===== config.mk =====
export PLATFORM = sky130hd
export DESIGN_NAME = modbus_rtu_register_master
export DESIGN_NICKNAME = d
export VERILOG_FILES = /design/src/sv/mbrm_pkg.sv /design/src/sv/modbus_rtu_register_master.sv
export SDC_FILE = /design/constraint.sdc
export NUM_CORES = 1
export LEC_CHECK = 0
export BUFFER_PORTS_ARGS = -buffer_cell sky130_fd_sc_hd__buf_2
export CORE_MARGIN = 4
export CORE_UTILIZATION = 35
export DETAILED_ROUTE_END_ITERATION = 10
export PLACE_DENSITY = 0.5
export SLEW_MARGIN = 30
export SYNTH_ARGS = -nofsm -noshare
export SYNTH_HDL_FRONTEND = slang
export SYNTH_SLANG_ARGS = --single-unit
export TNS_END_PERCENT = 100

===== constraint.sdc =====
create_clock -name clk_i -period 10.88 [get_ports clk_i]
set_clock_uncertainty 0.1 [all_clocks]
set_input_delay 0 -clock clk_i [delete_from_list [all_inputs] [get_ports clk_i]]
set_output_delay 0 -clock clk_i [all_outputs]
set_load 0.02 [all_outputs]

===== src/sv/mbrm_pkg.sv =====
// ----------------------------------------------------------------------------
// mbrm_pkg
// Shared types, protocol constants and the CRC-16 byte step for the Modbus
// RTU register master.
// ----------------------------------------------------------------------------
package mbrm_pkg;

  typedef enum logic [2:0] {
    FUNC_RD_CUR    = 3'd0,
    FUNC_RD_SET    = 3'd1,
    FUNC_RD_STATUS = 3'd2,
    FUNC_WR_RATE   = 3'd3,
    FUNC_RX_BYTE   = 3'd4,
    FUNC_TICK      = 3'd5
  } func_e;

  typedef enum logic [1:0] {
    REQ_RD_CUR    = 2'd0,
    REQ_RD_SET    = 2'd1,
    REQ_RD_STATUS = 2'd2,
    REQ_WR_RATE   = 2'd3
  } req_e;

  typedef enum logic {
    PH_IDLE = 1'b0,
    PH_BUSY = 1'b1
  } phase_e;

  typedef enum logic {
    CFG_READ_TIMEOUT  = 1'b0,
    CFG_WRITE_TIMEOUT = 1'b1
  } cfg_idx_e;

  localparam logic [15:0] CRC_INIT       = 16'hFFFF;
  localparam logic [15:0] CRC_POLY       = 16'hA001;
  localparam logic [15:0] TICK_MAX       = 16'hFFFF;
  localparam logic [15:0] RD_TIMEOUT_RST = 16'd40000;
  localparam logic [15:0] WR_TIMEOUT_RST = 16'd20000;

  localparam logic [7:0] MB_FC_READ   = 8'h03;
  localparam logic [7:0] MB_FC_WRITE  = 8'h10;
  localparam logic [7:0] MB_REG_CUR   = 8'h2E;
  localparam logic [7:0] MB_REG_SET   = 8'h30;
  localparam logic [7:0] MB_REG_STAT  = 8'h23;
  localparam logic [7:0] MB_CNT_ONE   = 8'h01;
  localparam logic [7:0] MB_CNT_TWO   = 8'h02;
  localparam logic [7:0] MB_WR_BYTES  = 8'h04;

  // frame lengths without CRC, expected response lengths
  localparam logic [3:0] FRM_LEN_RD   = 4'd6;
  localparam logic [3:0] FRM_LEN_WR   = 4'd11;
  localparam logic [3:0] RSP_LEN_RD2  = 4'd9;
  localparam logic [3:0] RSP_LEN_STAT = 4'd7;
  localparam logic [3:0] RSP_LEN_WR   = 4'd8;
  localparam logic [3:0] RSP_HDR_LEN  = 4'd6;

  function automatic logic [15:0] crc_feed(input logic [15:0] crc, input logic [7:0] b);
    logic [15:0] c;
    c = crc ^ {8'h00, b};
    for (int k = 0; k < 8; k++) begin
      c = c[0] ? ((c >> 1) ^ CRC_POLY) : (c >> 1);
    end
    return c;
  endfunction

endpackage


===== src/sv/modbus_rtu_register_master.sv =====
// ----------------------------------------------------------------------------
// modbus_rtu_register_master
// Modbus RTU master for single-slave register transactions with CRC-16.
// ----------------------------------------------------------------------------
// A start item (read current rate, read set rate, read status, write rate)
// builds a request frame and sends it out as one transmit word per cycle
// unless the output stalls: 8 words for a read, 13 for a write, CRC low byte
// then high byte last. The CRC is accumulated one byte per cycle as the frame
// drains through the output register, and the input is stalled until the last
// frame word has been loaded there. Received bytes and ticks are taken at one
// per cycle; the byte that completes a response, or the tick that reaches the
// timeout, produces one finished word, after which the next item is taken in
// the same cycle that word moves to the output register. A start item during
// a running transaction abandons it without a finished word. Timeouts are set
// through the APB registers (read timeout at 0x0, write timeout at 0x4).
module modbus_rtu_register_master (
  input  logic               clk_i,
  input  logic               rst_ni,
  input  logic               in_valid_i,
  output logic               in_stall_o,
  input  logic        [2:0]  func_i,
  input  logic        [7:0]  slave_addr_i,
  input  logic signed [31:0] write_value_i,
  input  logic        [7:0]  rx_byte_i,
  output logic               out_valid_o,
  input  logic               out_stall_i,
  output logic               kind_o,
  output logic        [7:0]  tx_byte_o,
  output logic               last_o,
  output logic               done_status_o,
  output logic        [31:0] read_value_o,
  input  logic               psel,
  input  logic               penable,
  input  logic               pwrite,
  input  logic        [2:0]  paddr,
  input  logic        [31:0] pwdata,
  output logic        [31:0] prdata,
  output logic               pready
);
  import mbrm_pkg::*;

  // configuration
  logic [15:0] rd_timeout_q, wr_timeout_q;
  logic        cfg_we;
  cfg_idx_e    cfg_idx;

  // transaction state
  phase_e      phase_q, phase_d;
  req_e        pend_q, pend_d;
  logic [7:0]  req_addr_q, req_addr_d;
  logic [3:0]  rx_cnt_q, rx_cnt_d;
  logic [15:0] tick_q, tick_d;
  logic [15:0] rx_crc_q, rx_crc_d;
  logic [7:0]  rsp_q [8];
  logic [7:0]  rsp_now [8];
  logic        rsp_we;

  // request frame or result job handed to the emitter
  logic        job_load;
  logic        job_frame_d;
  logic        fin_status_d;
  logic [31:0] fin_value_d;

  logic        job_active_q;
  logic        job_frame_q;
  req_e        job_req_q;
  logic [7:0]  job_addr_q;
  logic [31:0] job_wval_q;
  logic [3:0]  job_idx_q;
  logic [15:0] job_crc_q;
  logic        fin_status_q;
  logic [31:0] fin_value_q;

  // output register
  logic        out_valid_q;
  logic        kind_q, last_q, status_q;
  logic [7:0]  tx_q;
  logic [31:0] value_q;

  logic        in_acc;
  logic [3:0]  exp_len;
  logic [15:0] limit;
  logic        wr_ok, rd_ok;

  logic        job_move, job_last, job_is_wr;
  logic [3:0]  frm_len;
  logic [7:0]  frm_byte, emit_byte;
  logic        emit_last;

  // --------------------------------------------------------------------------
  // APB registers
  // --------------------------------------------------------------------------
  assign pready  = 1'b1;
  assign cfg_idx = cfg_idx_e'(paddr[2]);
  assign cfg_we  = psel && penable && pwrite && pready;

  always_comb begin
    case (cfg_idx)
      CFG_READ_TIMEOUT:  prdata = {16'h0000, rd_timeout_q};
      CFG_WRITE_TIMEOUT: prdata = {16'h0000, wr_timeout_q};
      default:           prdata = 32'h0000_0000;
    endcase
  end

  always_ff @(posedge clk_i or negedge rst_ni) begin
    if (!rst_ni) begin
      rd_timeout_q <= RD_TIMEOUT_RST;
      wr_timeout_q <= WR_TIMEOUT_RST;
    end else if (cfg_we) begin
      case (cfg_idx)
        CFG_READ_TIMEOUT:  rd_timeout_q <= pwdata[15:0];
        CFG_WRITE_TIMEOUT: wr_timeout_q <= pwdata[15:0];
        default: ;
      endcase
    end
  end

  // --------------------------------------------------------------------------
  // Transaction control
  // --------------------------------------------------------------------------
  assign in_acc = in_valid_i && !in_stall_o;

  always_comb begin
    case (pend_q)
      REQ_WR_RATE:   exp_len = RSP_LEN_WR;
      REQ_RD_STATUS: exp_len = RSP_LEN_STAT;
      default:       exp_len = RSP_LEN_RD2;
    endcase
  end

  assign limit = (pend_q == REQ_WR_RATE) ? wr_timeout_q : rd_timeout_q;

  // response bytes as they stand once the incoming byte is in place
  always_comb begin
    for (int i = 0; i < 8; i++) begin
      rsp_now[i] = (rx_cnt_q == 4'(i)) ? rx_byte_i : rsp_q[i];
    end
  end

  assign wr_ok = (rsp_now[0] == req_addr_q) && (rsp_now[1] == MB_FC_WRITE) &&
                 (rsp_now[2] == 8'h00) && (rsp_now[3] == MB_REG_SET) &&
                 (rsp_now[4] == 8'h00) && (rsp_now[5] == MB_CNT_TWO) &&
                 (rsp_now[6] == rx_crc_q[7:0]) && (rsp_now[7] == rx_crc_q[15:8]);
  assign rd_ok = (rsp_now[1] == MB_FC_READ);

  always_comb begin
    phase_d      = phase_q;
    pend_d       = pend_q;
    req_addr_d   = req_addr_q;
    rx_cnt_d     = rx_cnt_q;
    tick_d       = tick_q;
    rx_crc_d     = rx_crc_q;
    rsp_we       = 1'b0;
    job_load     = 1'b0;
    job_frame_d  = 1'b0;
    fin_status_d = 1'b0;
    fin_value_d  = 32'h0000_0000;

    if (in_acc) begin
      case (func_e'(func_i))
        FUNC_RD_CUR, FUNC_RD_SET, FUNC_RD_STATUS, FUNC_WR_RATE: begin
          phase_d     = PH_BUSY;
          pend_d      = req_e'(func_i[1:0]);
          req_addr_d  = slave_addr_i;
          rx_cnt_d    = 4'd0;
          tick_d      = 16'h0000;
          rx_crc_d    = CRC_INIT;
          job_load    = 1'b1;
          job_frame_d = 1'b1;
        end
        FUNC_RX_BYTE: begin
          if (phase_q == PH_BUSY) begin
            rx_cnt_d = rx_cnt_q + 4'd1;
            rsp_we   = !rx_cnt_q[3];
            if (rx_cnt_q < RSP_HDR_LEN) begin
              rx_crc_d = crc_feed(rx_crc_q, rx_byte_i);
            end
            if (rx_cnt_d >= exp_len) begin
              phase_d  = PH_IDLE;
              job_load = 1'b1;
              if (pend_q == REQ_WR_RATE) begin
                fin_status_d = !wr_ok;
              end else if (!rd_ok) begin
                fin_status_d = 1'b1;
              end else if (pend_q == REQ_RD_STATUS) begin
                fin_value_d = {16'h0000, rsp_now[3], rsp_now[4]};
              end else begin
                fin_value_d = {rsp_now[3], rsp_now[4], rsp_now[5], rsp_now[6]};
              end
            end
          end
        end
        FUNC_TICK: begin
          if (phase_q == PH_BUSY) begin
            tick_d = (tick_q != TICK_MAX) ? tick_q + 16'd1 : tick_q;
            if (tick_d >= limit) begin
              phase_d      = PH_IDLE;
              job_load     = 1'b1;
              fin_status_d = 1'b1;
            end
          end
        end
        default: ;
      endcase
    end
  end

  always_ff @(posedge clk_i or negedge rst_ni) begin
    if (!rst_ni) begin
      phase_q    <= PH_IDLE;
      pend_q     <= REQ_RD_CUR;
      req_addr_q <= 8'h00;
      rx_cnt_q   <= 4'd0;
      tick_q     <= 16'h0000;
      rx_crc_q   <= CRC_INIT;
    end else begin
      phase_q    <= phase_d;
      pend_q     <= pend_d;
      req_addr_q <= req_addr_d;
      rx_cnt_q   <= rx_cnt_d;
      tick_q     <= tick_d;
      rx_crc_q   <= rx_crc_d;
    end
  end

  always_ff @(posedge clk_i) begin
    if (rsp_we) begin
      rsp_q[rx_cnt_q[2:0]] <= rx_byte_i;
    end
  end

  // --------------------------------------------------------------------------
  // Emitter: drain the current job into the output register
  // --------------------------------------------------------------------------
  assign job_is_wr = (job_req_q == REQ_WR_RATE);
  assign frm_len   = job_is_wr ? FRM_LEN_WR : FRM_LEN_RD;

  always_comb begin
    case (job_idx_q)
      4'd0:    frm_byte = job_addr_q;
      4'd1:    frm_byte = job_is_wr ? MB_FC_WRITE : MB_FC_READ;
      4'd3: begin
        case (job_req_q)
          REQ_RD_CUR:    frm_byte = MB_REG_CUR;
          REQ_RD_STATUS: frm_byte = MB_REG_STAT;
          default:       frm_byte = MB_REG_SET;
        endcase
      end
      4'd5:    frm_byte = (job_req_q == REQ_RD_STATUS) ? MB_CNT_ONE : MB_CNT_TWO;
      4'd6:    frm_byte = MB_WR_BYTES;
      4'd7:    frm_byte = job_wval_q[31:24];
      4'd8:    frm_byte = job_wval_q[23:16];
      4'd9:    frm_byte = job_wval_q[15:8];
      4'd10:   frm_byte = job_wval_q[7:0];
      default: frm_byte = 8'h00;
    endcase
  end

  always_comb begin
    emit_last = 1'b0;
    if (job_idx_q < frm_len) begin
      emit_byte = frm_byte;
    end else if (job_idx_q == frm_len) begin
      emit_byte = job_crc_q[7:0];
    end else begin
      emit_byte = job_crc_q[15:8];
      emit_last = 1'b1;
    end
  end

  assign job_move   = job_active_q && (!out_valid_q || !out_stall_i);
  assign job_last   = !job_frame_q || emit_last;
  assign in_stall_o = job_active_q && !(job_move && job_last);

  always_ff @(posedge clk_i or negedge rst_ni) begin
    if (!rst_ni) begin
      job_active_q <= 1'b0;
      job_frame_q  <= 1'b0;
      job_idx_q    <= 4'd0;
      job_crc_q    <= CRC_INIT;
    end else if (job_load) begin
      job_active_q <= 1'b1;
      job_frame_q  <= job_frame_d;
      job_idx_q    <= 4'd0;
      job_crc_q    <= CRC_INIT;
    end else if (job_move) begin
      job_idx_q <= job_idx_q + 4'd1;
      if (job_frame_q && (job_idx_q < frm_len)) begin
        job_crc_q <= crc_feed(job_crc_q, frm_byte);
      end
      if (job_last) begin
        job_active_q <= 1'b0;
      end
    end
  end

  always_ff @(posedge clk_i) begin
    if (job_load) begin
      job_req_q    <= req_e'(func_i[1:0]);
      job_addr_q   <= slave_addr_i;
      job_wval_q   <= write_value_i;
      fin_status_q <= fin_status_d;
      fin_value_q  <= fin_value_d;
    end
  end

  // --------------------------------------------------------------------------
  // Output register
  // --------------------------------------------------------------------------
  always_ff @(posedge clk_i or negedge rst_ni) begin
    if (!rst_ni) begin
      out_valid_q <= 1'b0;
    end else if (job_move) begin
      out_valid_q <= 1'b1;
    end else if (!out_stall_i) begin
      out_valid_q <= 1'b0;
    end
  end

  always_ff @(posedge clk_i) begin
    if (job_move) begin
      kind_q   <= !job_frame_q;
      tx_q     <= job_frame_q ? emit_byte : 8'h00;
      last_q   <= job_frame_q && emit_last;
      status_q <= !job_frame_q && fin_status_q;
      value_q  <= job_frame_q ? 32'h0000_0000 : fin_value_q;
    end
  end

  assign out_valid_o   = out_valid_q;
  assign kind_o        = kind_q;
  assign tx_byte_o     = tx_q;
  assign last_o        = last_q;
  assign done_status_o = status_q;
  assign read_value_o  = value_q;

endmodule

# Word-level counts from Yosys, hierarchy flattened
# Memories as Yosys holds them, arrays and structs flattened.
# Cells that the tools add are included.
# totals
register_bits	220
mem_bits_rw	64
out_inout_bits	78
wordCells	220
memories	1
# mem_list
name	words	word_bits	rd	rd_ports_with_merged_regs	write_ports	line	text
rsp_q	8	8	8	0	1	modbus_rtu_register_master.sv:54	logic [7:0] rsp_q [8];
# op_classes
add_sub_neg	3
n_lt_le_gt_ge	4
n_eq_ne	37
n_mux	78
bitwise	24
n_reduce_logical	49
# op_table
cell	count
$mux 16	25
$mux 8	10
$pmux 8 s9	1
$pmux 16 s2	2
$pmux 32 s2	1
$not 2->3	16
$xor 16x8->16	2
$eq 4x3->1 const B	7
$mux 1	27
$eq 8x8->1	3
$add 16x1->16 const B	1
$eq 8x2->1 const B	2
$ge 16x16->1	1
$logic_and 1x1->1	16
$logic_not 8->1	2
$mux 4	4
$ne 16x16->1 const B	1
$pmux 4 s2	2
$eq 4x2->1 const B	3
$eq 4x4->1 const B	3
$reduce_and 2->1	6
$pmux 5 s2	1
$reduce_bool 2->1	5
$add 4x1->4 const B	2
29 further kinds	52

# Depth between registers and ports, before layout
# logic_depth
depth_word	23
depth_mapped	19
ltp_nobuf	17

# Worst setup path after synthesis
# OpenSTA, ideal clock, no wires.
# synth_timing
path_kind	register to register
from	reg tick_q[0]
to	reg fin_status_q (enable)
setup_ns	0.429
arrival_time_ns	4.800
t_required_ns	10.351
path_slack_ns	5.551
path_stages_with_launch	20
path_cell_list	dfrtp_1 > ha_1 > nand2_1 > nor4_1 > and3_1 > clkbuf_1 > a21oi_1 > nand3_1 > xnor2_1 > ha_1 > a21o_1 > a21o_1 > a21oi_1 > o21ai_0 > a211oi_1 > o21ai_0 > o21ai_0 > nor2b_1 > clkbuf_1 > inv_1
# synth_via
elab_chain_cells	7
word_cells_on_any_way	8
cone_classes	add/sub (1); order compare (1); eq/ne (1); mux (5)
# synth_lines
element	line	text
from (decl)	modbus_rtu_register_master.sv:52	logic [15:0] tick_q, tick_d;
from (signal assigned)	modbus_rtu_register_master.sv:221	tick_q <= tick_d;
$add 16x1->16 or $ne 16x16->1 (tied branches)	modbus_rtu_register_master.sv:195	tick_d = (tick_q != TICK_MAX) ? tick_q + 16'd1 : tick_q;
$mux 16 *	modbus_rtu_register_master.sv:195	
$ge 16x16->1 *	modbus_rtu_register_master.sv:196	if (tick_d >= limit) begin
$mux 1 *	modbus_rtu_register_master.sv:196	
$mux 1 *	modbus_rtu_register_master.sv:194	if (phase_q == PH_BUSY) begin
$pmux 1 s3 *	modbus_rtu_register_master.sv:160	case (func_e'(func_i))
$mux 1 *	modbus_rtu_register_master.sv:159	if (in_acc) begin
via job_load	modbus_rtu_register_master.sv:59	logic job_load;
to (signal assigned)	modbus_rtu_register_master.sv:302	fin_status_q <= fin_status_d;
to (decl)	modbus_rtu_register_master.sv:71	logic fin_status_q;
# The timed path passes the listed nets; every way through them passes the cells marked *.
# A chain may end at the register's enable or synchronous reset.

# Worst setup path in the final report
# layout_timing
from	reg tick_q[0]
to	reg job_addr_q[0] (enable)
# layout_via
elab_chain_cells	7
word_cells_on_any_way	8
cone_classes	add/sub (1); order compare (1); eq/ne (1); mux (5)
# layout_lines
element	line	text
$add 16x1->16 or $ne 16x16->1 (tied branches)	modbus_rtu_register_master.sv:195	
$mux 16 *	modbus_rtu_register_master.sv:195	
$ge 16x16->1 *	modbus_rtu_register_master.sv:196	
$mux 1 *	modbus_rtu_register_master.sv:196	
$mux 1 *	modbus_rtu_register_master.sv:194	
$pmux 1 s3 *	modbus_rtu_register_master.sv:160	
$mux 1 *	modbus_rtu_register_master.sv:159	
via job_load	modbus_rtu_register_master.sv:59	
to (signal assigned)	modbus_rtu_register_master.sv:300	job_addr_q <= slave_addr_i;
to (decl)	modbus_rtu_register_master.sv:67	logic [7:0] job_addr_q;
# Marks and branches as above.

==> flow_summary_export.csv <==
group,metric,value,unit
sta,hold_viol,0,
die,ios,171,
setup_path,path_class,"reg2reg",
min_path,min_path_cells,3,
route,drcViolationCount,0,
setup_path,worstSetupEndpointType,"flip-flop",
yosys,synth_simple_gate_area_share,11.9,%
yosys,muxShareOfSynthArea,9.13,%
yosys,yosysWarningCount,0,
min_path,hold_path_class,"in2reg",
sta,setup_slack,5.39,ns
setup_path,cp-startpoint,"tick_q[0]",
yosys,synth_edf_count,182,
cts,cts_buffers,34,
placement,io_buffers,135,
die,num_rows,72,
yosys,synth_xor_area_share,5.56,%
sta,fin_tns_setup,0,ns
cts,cts_max_level,2,
yosys,synthCells,1148,
layout,final_nets,1465,
run,maxCapViolations,0,
setup_path,startpoint_type,"flip-flop",
sta,drv_slew,0,
min_path,min_to,"wr_timeout_q[15]",
yosys,synth_seq_cells,284,
yosys,async_flop_share,35.9,%
setup_path,required,10.99,ns
sta,fin_crit_sh,50.5,%
global_routing,grt.overflow.total,0,
global_routing,first_global_vias,9479,
yosys,synth_seq_area_share,58.2,%
status,status,"finished clean",
cts,cts_buffer_depth,3,
die,core_area,0.0389,mm2
setup_path,cp.arrival,5.60,ns
die,die_area,0.0429,mm2
setup_path,timing.rr.end,"job_addr_q[0]",
layout,area_growth,21.4,%
placement,place_ws,5.28,ns
setup_path,r2r_start,"tick_q[0]",
yosys,syn_avg_cell_area,12.1,um2
global_routing,grt_pass1_wl,54100,um
pwr,power,0.00445,W
yosys,ys_types,64,
yosys,ys.flop_type,"edfxtp_1",
layout,utilization,43.2,%
pwr,power.density,264,mW/mm2
setup_path,critPathMaxFanout,40,
cts,insertion_delay,0.55,ns
sta,rsz0062_at_grt,"no",
route,wl_per_cell,17.9,um
min_path,min_from,"pwrite",
route,dr.pass1.iters,5,
placement,gp_congestion,0.816,
yosys,synth_fa_ha_area_share,2.89,%
sta,worst_hold_slack,0.0311,ns
setup_path,r2r_slack,5.39,ns
route,wirelength,33800,um
layout,drive_above_1_share,24.4,%
route,ant_nets,0,
sta,fmax,182,MHz
route,vias_per_cell,4.92,
cts,cts_tree,"built",
sta,relSlewSlack,43.2,%
cts,clockRootBuffer,"clkbuf_16",
yosys,synth_compound_area_share,9.04,%
cts,clock-sinks,284,
layout,final_common_cell,"edfxtp_1",
yosys,synth_top_family_by_area,"simple AND/OR/NAND/NOR gates",
die,die_h,207,um
route,drt_iter0_drc,519,
global_routing,track_usage,15.5,%
route,vias,9270,
layout,antenna_cells,0,
pwr,leakagePower,6.61,nW
yosys,syn-cell-area,0.0139,mm2
sta,finalSetupViolCount,0,
sta,worst_slew_pin_slew,0.853,ns
sta,period_needed,5.49,ns
die,die_x,207,um
cts,clk_pin_slew,0.06,ns
pwr,ir_drop,0.167,mV
global_routing,antenna_found_initial,0,
die,initial_core_util,35.6,%
setup_path,r2r_cells,19,
global_routing,grt_max_degree,76,
layout,layout_common_cells,"edfxtp_1 (182), buf_2 (135), nand2_1 (109)",
placement,dp_hpwl,22700,um
## worst max path at each step
stage | endpoint
after floorplan | fin_status_q
after global placement | job_wval_q[10]
after detailed placement | job_wval_q[10]
after CTS | job_addr_q[0]
after global routing | job_addr_q[0]
final | job_addr_q[0]
## area by class of cell
| type | count | area, um2 |
|---|---|---|
| Clock buffer | 48 | 955 |
| Clock inverter | 14 | 165 |
| Fill cell | 3699 | 22100 |
| Inverter | 16 | 60.1 |
| Multi-Input combinational cell | 785 | 5430 |
| Sequential cell | 284 | 8070 |
| Tap cell | 518 | 648 |
| Timing Repair Buffer | 219 | 1500 |
## registers in the layout, indices dropped and copies added (netlist names), 8 cells and up
| signal | count |
|---|---|
| fin_value_q | 32 |
| job_crc_q | 16 |
| rsp_q | 64 |
| req_addr_q | 8 |
| rd_timeout_q | 16 |
| tick_q | 16 |
| read_value_o | 32 |
| job_addr_q | 8 |
| rx_crc_q | 16 |
| tx_byte_o | 8 |
| wr_timeout_q | 16 |
| job_wval_q | 32 |
## power by group
part / internal [W] / leakage (nW) / switching [W]
clock network: 0.000686 / 0.543 / 0.000442
registers: 0.00150 / 2.90 / 0.000164
logic: 0.000722 / 3.17 / 0.000935
total: 0.00291 / 6.61 / 0.00154
## timing repair
item | in CTS | in global routing
hold buffers | 70 | 0
setup buffers | 0 | 0
endpoints found under the hold margin | 233 | 0
resized for setup | 0 | 0
endpoints found under the setup margin | 0 | 0
## logic make-up (layout without fill, tap and decap cells)
family	after synthesis	after routing
XOR/XNOR	84	84
adder cells (fa/ha/maj)	32	32
other	2	17
AND/OR/NAND/NOR	340	340
multiplexers	118	118
flip-flops	284	284
AO/OA/AOI/OAI	194	194
buffers and inverters	94	297
## synth_stat cells (all sizes together), types with 2 or more instances
library cell	count	area (um2)
a211oi	12	90.1
a21o	12	98.8
a21oi	53	299
a222oi	5	50.1
a22o	4	35.0
a22oi	3	22.5
a31oi	12	75.1
a32o	3	30.0
a41o	2	20.0
and2	8	50.1
and3	5	31.3
buf	32	211
clkbuf	46	173
clkinv	2	7.51
conb	2	7.51
dfrtp	60	1500
dfstp	42	1100
edfxtp	182	5470
ha	32	400
inv	14	52.6
mux2	68	766
mux2i	50	500
nand2	110	415
nand2b	9	63.8
nand3	19	95.1
nand4	13	81.3
nand4b	3	26.3
nor2	62	235
nor2b	46	288
nor3	43	215
nor4	12	75.1
o211ai	10	75.1
o21ai	48	240
o22ai	16	100
o31ai	5	37.5
or3	5	31.3
xnor2	62	551
xnor3	2	45.0
xor2	20	175
## critical path, stage by stage (launching register included)
cell and delay, ns:
dfrtp_1 0.42, ha_1 0.32, nand2_1 0.09, nor4_1 0.33, and3_1 0.31, nand2_1 0.28, nand4_1 0.32, or3_1 0.17
nand2_1 0.07, ha_1 0.30, nand4_1 0.10, a211oi_1 0.25, a211oi_1 0.10, o21ai_0 0.45, o21ai_0 0.34, nor2b_1 0.22
buf_4 0.22, inv_2 0.07, buf_4 0.41, buf_12 0.29
## metrics by stage
step / cell area (um2) / cells
CTS: 16800 / 1882
detailed placement: 15000 / 1750
global placement: 15000 / 1749
global route: 16800 / 1884
finish: 16800 / 1884
floorplan: 13900 / 1163
## routing by layer
| metal | part of all wire (%) | global-route usage, % | vias up |
|---|---|---|---|
| met5 | 0 | 0 | - |
| met4 | 2.2 | 4.77 | 0 |
| met3 | 4.5 | 2.68 | 53 |
| met2 | 47 | 25.1 | 212 |
| met1 | 47 | 21.6 | 4464 |
| li1 | - | - | 4541 |
No activity file was read; power rests on OpenSTA's default activity.
